### src/hw/rtl/rimt_pkg.sv
// Shared types and constants of the reversed interval merge table.
package rimt_pkg;

  localparam int unsigned PosW    = 31;
  localparam int unsigned LevelW  = 8;
  localparam int unsigned ConfW   = 16;
  localparam int unsigned ModeW   = 2;
  localparam int unsigned StatusW = 3;
  localparam int unsigned AddrW   = 3;
  localparam int unsigned DataW   = 32;

  // Register index, taken from the word address bit of paddr.
  localparam logic REG_IDX_SIGNAL_LENGTH = 1'b0;

  typedef enum logic [ModeW-1:0] {
    MODE_LOAD  = 2'd0,
    MODE_MERGE = 2'd1,
    MODE_DRAIN = 2'd2,
    MODE_NONE  = 2'd3
  } mode_e;

  localparam logic [StatusW-1:0] ST_OK      = 3'd0;
  localparam logic [StatusW-1:0] ST_RANGE   = 3'd1;
  localparam logic [StatusW-1:0] ST_COVERED = 3'd2;
  localparam logic [StatusW-1:0] ST_FULL    = 3'd3;
  localparam logic [StatusW-1:0] ST_EMPTY   = 3'd4;

  typedef enum logic [1:0] {
    S_IDLE,
    S_CMP,
    S_DEC,
    S_DRAIN
  } state_e;

  typedef struct packed {
    logic [PosW-1:0]   start_pos;
    logic [PosW-1:0]   end_pos;
    logic [LevelW-1:0] level;
    logic [ConfW-1:0]  conf;
  } entry_t;

  typedef struct packed {
    logic cmp_en;
    logic ins_en;
    logic drain_en;
  } cell_ctrl_t;

endpackage

### src/hw/rtl/rimt_cell.sv
// One table cell: holds an interval, compares it against the key, shifts with its neighbors.
module rimt_cell (
  input  logic                clk_i,
  input  logic                rst_ni,
  input  rimt_pkg::cell_ctrl_t ctrl_i,
  input  rimt_pkg::entry_t    key_i,
  input  rimt_pkg::entry_t    left_i,
  input  rimt_pkg::entry_t    right_i,
  input  logic                left_le_i,
  input  logic                occupied_i,
  input  logic                in_range_i,
  output rimt_pkg::entry_t    entry_o,
  output logic                le_o,
  output logic                ov_o
);
  import rimt_pkg::*;

  entry_t entry_q;
  logic   le_q, ov_q;

  // Insert opens a gap at the first cell whose start is above the key; cells past it
  // take their left neighbor. Drain moves every word one cell toward the head.
  always_ff @(posedge clk_i) begin
    if (ctrl_i.drain_en) begin
      entry_q <= right_i;
    end else if (ctrl_i.ins_en && in_range_i && !le_q) begin
      entry_q <= left_le_i ? key_i : left_i;
    end
  end

  always_ff @(posedge clk_i or negedge rst_ni) begin
    if (!rst_ni) begin
      le_q <= 1'b0;
      ov_q <= 1'b0;
    end else if (ctrl_i.cmp_en) begin
      le_q <= occupied_i && (entry_q.start_pos <= key_i.start_pos);
      ov_q <= occupied_i && (entry_q.start_pos <= key_i.end_pos)
                         && (entry_q.end_pos >= key_i.start_pos);
    end
  end

  assign entry_o = entry_q;
  assign le_o    = le_q;
  assign ov_o    = ov_q;

endmodule

### config.mk
export PLATFORM = sky130hd
export DESIGN_NAME = rimt_cell
export DESIGN_NICKNAME = d
export VERILOG_FILES = /design/src/hw/rtl/rimt_pkg.sv /design/src/hw/rtl/rimt_cell.sv
export SDC_FILE = /design/constraint.sdc
export NUM_CORES = 1
export LEC_CHECK = 0
export ABC_CLOCK_PERIOD_IN_PS = 2200
export BUFFER_PORTS_ARGS = -buffer_cell sky130_fd_sc_hd__buf_2
export CAP_MARGIN = 5
export CELL_PAD_IN_SITES_DETAIL_PLACEMENT = 0
export CELL_PAD_IN_SITES_GLOBAL_PLACEMENT = 1
export CORE_MARGIN = 2
export CORE_UTILIZATION = 30
export DETAILED_ROUTE_END_ITERATION = 7
export GPL_TIMING_DRIVEN = 0
export PLACE_DENSITY_LB_ADDON = 0.1
export SLEW_MARGIN = 20
export SYNTH_ARGS = -nofsm -noshare
export SYNTH_HDL_FRONTEND = slang
export SYNTH_SLANG_ARGS = --single-unit
### constraint.sdc
create_clock -name clk_i -period 2.2 [get_ports clk_i]
set_clock_uncertainty 0.05 [all_clocks]
set_input_delay 0 -clock clk_i [delete_from_list [all_inputs] [get_ports clk_i]]
set_output_delay 0 -clock clk_i [all_outputs]
set_load 0.02 [all_outputs]
* Word-level counts from Yosys, hierarchy flattened
Cells that the tools add are included.
Cells by class: $add $sub $neg 0, multipliers 0, div/mod/pow operators 0, $lt $le $gt $ge 3, equality and inequality tests 0, shift operators 0, mux-type cells 3, bitwise gates (word level) 0, reductions and logical operators 7
Operators by type and width (count):
- 2-to-1 mux 86 bit | 3
- less-or-equal comparator 31 bit | 2
- >= comparator 31 bit | 1
- logical AND 1 bit | 5
- nonzero test 2 bit | 1
- zero test 1 bit | 1
Word-level totals: flip-flop bits (word level) 88, bits in latches 0, RAM bits 0, ROM bits 0, input port bits 266, output and inout bits 88, memories kept 0

* Longest topological paths before layout
word-level depth 4, gate-level depth with buffers 8, mapped depth without buffers 8

* Least setup slack after synthesis
Ideal clock, no wire load.
path kind register to register, start point register le_q, in the netlist le_o, end point register entry_q (netlist bit entry_o[0]) (enable), library setup time 413 ps, arrival 1771 ps, required time 1737 ps, setup slack -34 ps, cell stages (with the launch flop) 3, path buffers 0, period minus slack after synthesis 2234 ps, cell sequence dfrtp_1 > inv_1 > a31o_2
Between the ends: cells in the longest elaborated chain, start to end 3
Ends and longest elaborated chain:
- start: declaration | line rimt_cell.sv:19 | logic le_q, ov_q;
- start signal: assignment | line rimt_cell.sv:36 | le_q <= occupied_i && (entry_q.start_pos <= key_i.start_pos);
- zero test 1 bit | line rimt_cell.sv:26 | end else if (ctrl_i.ins_en && in_range_i && !le_q) begin
- logical AND 1 bit | line rimt_cell.sv:26
- nonzero test 2 bit (no line)
- end signal: assignment | line rimt_cell.sv:25 | entry_q <= right_i;
- end signal: assignment | line rimt_cell.sv:27 | entry_q <= left_le_i ? key_i : left_i;
- end: declaration | line rimt_cell.sv:18 | entry_t entry_q;
Every way passes these cells. A chain may end at the register's enable or synchronous reset.

* Final worst setup path
start point register entry_q (netlist bit entry_o[84]), end point register le_q, in the netlist le_o
Between the ends: cells in the longest elaborated chain, start to end 2
Ends and longest elaborated chain (line):
- less-or-equal comparator 31 bit | rimt_cell.sv:36
- logical AND 1 bit | rimt_cell.sv:36
Every way passes these cells.

==> key figures <==
Synth
  – Post-synth top area cell: edfxtp_1
  – Synth Register Bits: 88
  – Synth unique cells: 38
  – Mapped Avg Cell Area: about 10 sq um
  – Syn_nets: around 1,000
  – Mapped Area: 0.006624 sq mm
  – Post-Syn Instances: between 600 and 700
  – Number of synthesized flops with an enable pin: 86
  – Most area-consuming cells after synthesis: edfxtp_1 (39%), ha_1 (18%), mux2i_1 (13%), o21ai_0 (7.2%), nand2_1 (5.9%)
  – Post-synth ARST share: 0.02273
  – Yosys warns: 0
  – Post-synthesis sequential area ratio: 0.3974
  – Top_reg_cell synth: edfxtp_1
  – Synth top area share: 0.3899

Clock network
  – CTS buffer count: 9
  – Worst-path clk slew: about 0.07 ns
  – CTS tree: built
  – Clk root buf: clkbuf_16
  – Worst-Skew Late Latency: 0.35 ns
  – H-Tree Depth: 3
  – Clk buf depth: 2
  – Count of clock tree sinks: between 80 and 90

Final layout
  – Commonest non-fill, non-tap cells in the layout: buf_2 (360), dlygate4sd3_1 (166), nand2_1 (104)
  – Syn-to-layout area delta: 63.30%
  – FILL cells: around 2,200
  – Most common cell after layout, fill and taps aside: buf_2
  – Nets@finish: ~1,600
  – Ratio of cells with drive above 1 in the final layout: 0.3226
  – Post-route insts no fill: between 1,000 and 1,500

Routing
  – Post-detailed-route via-to-cell ratio: 4.705
  – DRC violations left: 0
  – WL final: 25,830 microns
  – Post-route ant nets: 0
  – Routed via count: between 7,000 and 8,000
  – Avg WL per Cell: ~17 microns
  – Initial DRC Count: 235
  – Pre-antenna DRT Iters: 4

Placement
  – Post-Place Worst Slack: -0.1179 ns
  – # port buffers: 351
  – GP Congestion: between 0.7 and 0.8
  – Placed cells: approximately 1,300
  – HPWL after detailed placement: just over 20,000 microns

Worst setup path
  – Setup crit end kind: flip-flop
  – Crit start category: flip-flop
  – Critical path peak fanout: 3
  – R2R cell count: 7
  – Reg2reg start: entry_o[84]
  – R2R Path End: le_o
  – Crit path required time: 2.42 ns
  – R2R Setup Slk: ~0.042 ns
  – Critical path class: flip-flop to flip-flop
  – CP arrival: roughly 2.4 ns

Floorplanning
  – Core area: between 0.02 and 0.025 sq mm
  – Die Wd: 152.6 microns
  – Row cnt: between 50 and 60
  – Chip height: ~150 microns
  – Die area: 0.02328 sq mm
  – Initial core utilization: 0.3045
  – Top Ports: between 300 and 400

Global routing
  – GRT overflow: 0
  – GRT Util Overall: 0.2148
  – Vias in the first global route: 7,256
  – First-pass GRT wire length: around 40,000 microns
  – Initial antenna violation count: 3
  – Largest net degree at the start of global routing: 39

Timing
  – Hold_ws: around 0.0017 ns
  – Final setup fails: 0
  – Worst Max-Slew Pin Slew: about 0.71 ns
  – Final Max Slew Viols: 0
  – Slew HR: 0.5250
  – Final min period: approximately 2.2 ns
  – Fmax: roughly 460 MHz
  – Final worst slack: 0.04241 ns
  – RSZ-0062 raised after global routing: true
  – Final cycle utilization of the critical path: 0.9807
  – Final Hold Viols: 0

Hold path
  – Worst hold start: left_i[33]
  – Worst Hold Path EP: entry_o[33]
  – Hold Path Class: primary input to flip-flop
  – Worst Hold Depth: 3

Power and ir drop
  – Leakage: 5.416 nW
  – Pwr Density: approximately 520 mW/mm^2
  – Maximum VDD drop: approximately 0.38 mV

Outcome
  – Status: finished, final reports clean

Job
  – MaxCap Viol Count: 0
-- worst max-delay path, stage by stage, from the launching register on --
cell	delay (ns)
edfxtp_1	0.49
ha_4	0.32
nand3_1	0.12
or3_4	0.41
or3_4	0.36
o22ai_4	0.13
nor2_1	0.06
a21oi_1	0.14
-- Yosys cell counts (all sizes together), types with 2 or more instances --
cell type	instances
a221oi	3
nor3	2
o211ai	2
nand2	104
or3	3
nand4	13
nor2	12
a211oi	6
a211o	2
nor2b	6
and4	3
o21ai	97
nor4	2
dfrtp	2
a21oi	32
clkbuf	20
inv	65
o21a	2
ha	93
buf	9
nand3	10
a21o	8
mux2i	86
a311oi	2
edfxtp	86
-- power breakdown --
group	leakage, nW	switching, W	total [W]	internal [W]
combinational	4.38	0.000950	0.00185	0.000895
sequential	0.893	0.000105	0.00215	0.00204
clock	0.142	0.000794	0.00160	0.000803
-- through the flow --
stage	setup TNS, ns	cell area [sq um]	total power [W]	utilization
after floorplan	0	6633	0.003023	-
after global placement	-0.1539	8740	0.003711	0.4017
after detailed placement	-0.1179	8780	0.003727	0.4036
after CTS	0	10740	0.005632	0.4934
after global routing	-0.03728	10810	0.005921	0.4971
final	0	10820	0.005591	0.4972
-- layout make-up --
cell class              instances  area, sq um  share of cell area
inverters                      65        244.0             0.02256
diodes                          3        7.507           0.0006940
flip-flops and latches         88         2633              0.2434
multi-input cells             497         3710              0.3430
clock inverters                 6        57.56            0.005321
plain buffers                  29        120.1             0.01110
clock buffers                  10        229.0             0.02117
repair buffers                520         3466              0.3204
well taps                     280        350.3             0.03239
-- kinds of logic after synthesis --
family,after synthesis,share of synthesized area
multiplexers,86,0.1300
AO/OA/AOI/OAI,160,0.1358
AND/OR/NAND/NOR,158,0.1062
flip-flops,88,0.3974
buffers and inverters,94,0.05497
adder cells (fa/ha/maj),93,0.1757
-- registers in the layout, summed over array words and instances, names as in the netlist --
register	count
entry_o	86
le_o	1
ov_o	1
-- how the worst max path moves through the flow --
stage	to	from	cells after the start	slack, ns
3_3_place_gp	ov_o	entry_o[26]	7	-0.15
6_report	le_o	entry_o[84]	7	0.04
5_1_grt	le_o	entry_o[84]	7	-0.04
3_5_place_dp	ov_o	entry_o[26]	7	-0.12
4_1_cts	ov_o	entry_o[26]	7	0.02
2_1_floorplan	le_o	entry_o[84]	7	0.10
-- repair_timing --
action	4_1_cts	5_1_grt
setup endpoints to repair	1	2
hold buffers	166	0
pin swaps	0	3
buffers inserted	0	1
resized for setup	1	9
hold endpoints to repair	89	0
-- layer usage --
metal,part of all wire,wire (microns),GRT usage,up-vias
met3,0.067,1733,0.04750,27
li1,-,-,-,3538
met2,0.50,12890,0.3903,242
met4,0.019,488,0.05732,0
met5,0,0,0,-
met1,0.41,10720,0.2552,3241
Power figures use the tool's default switching activity.
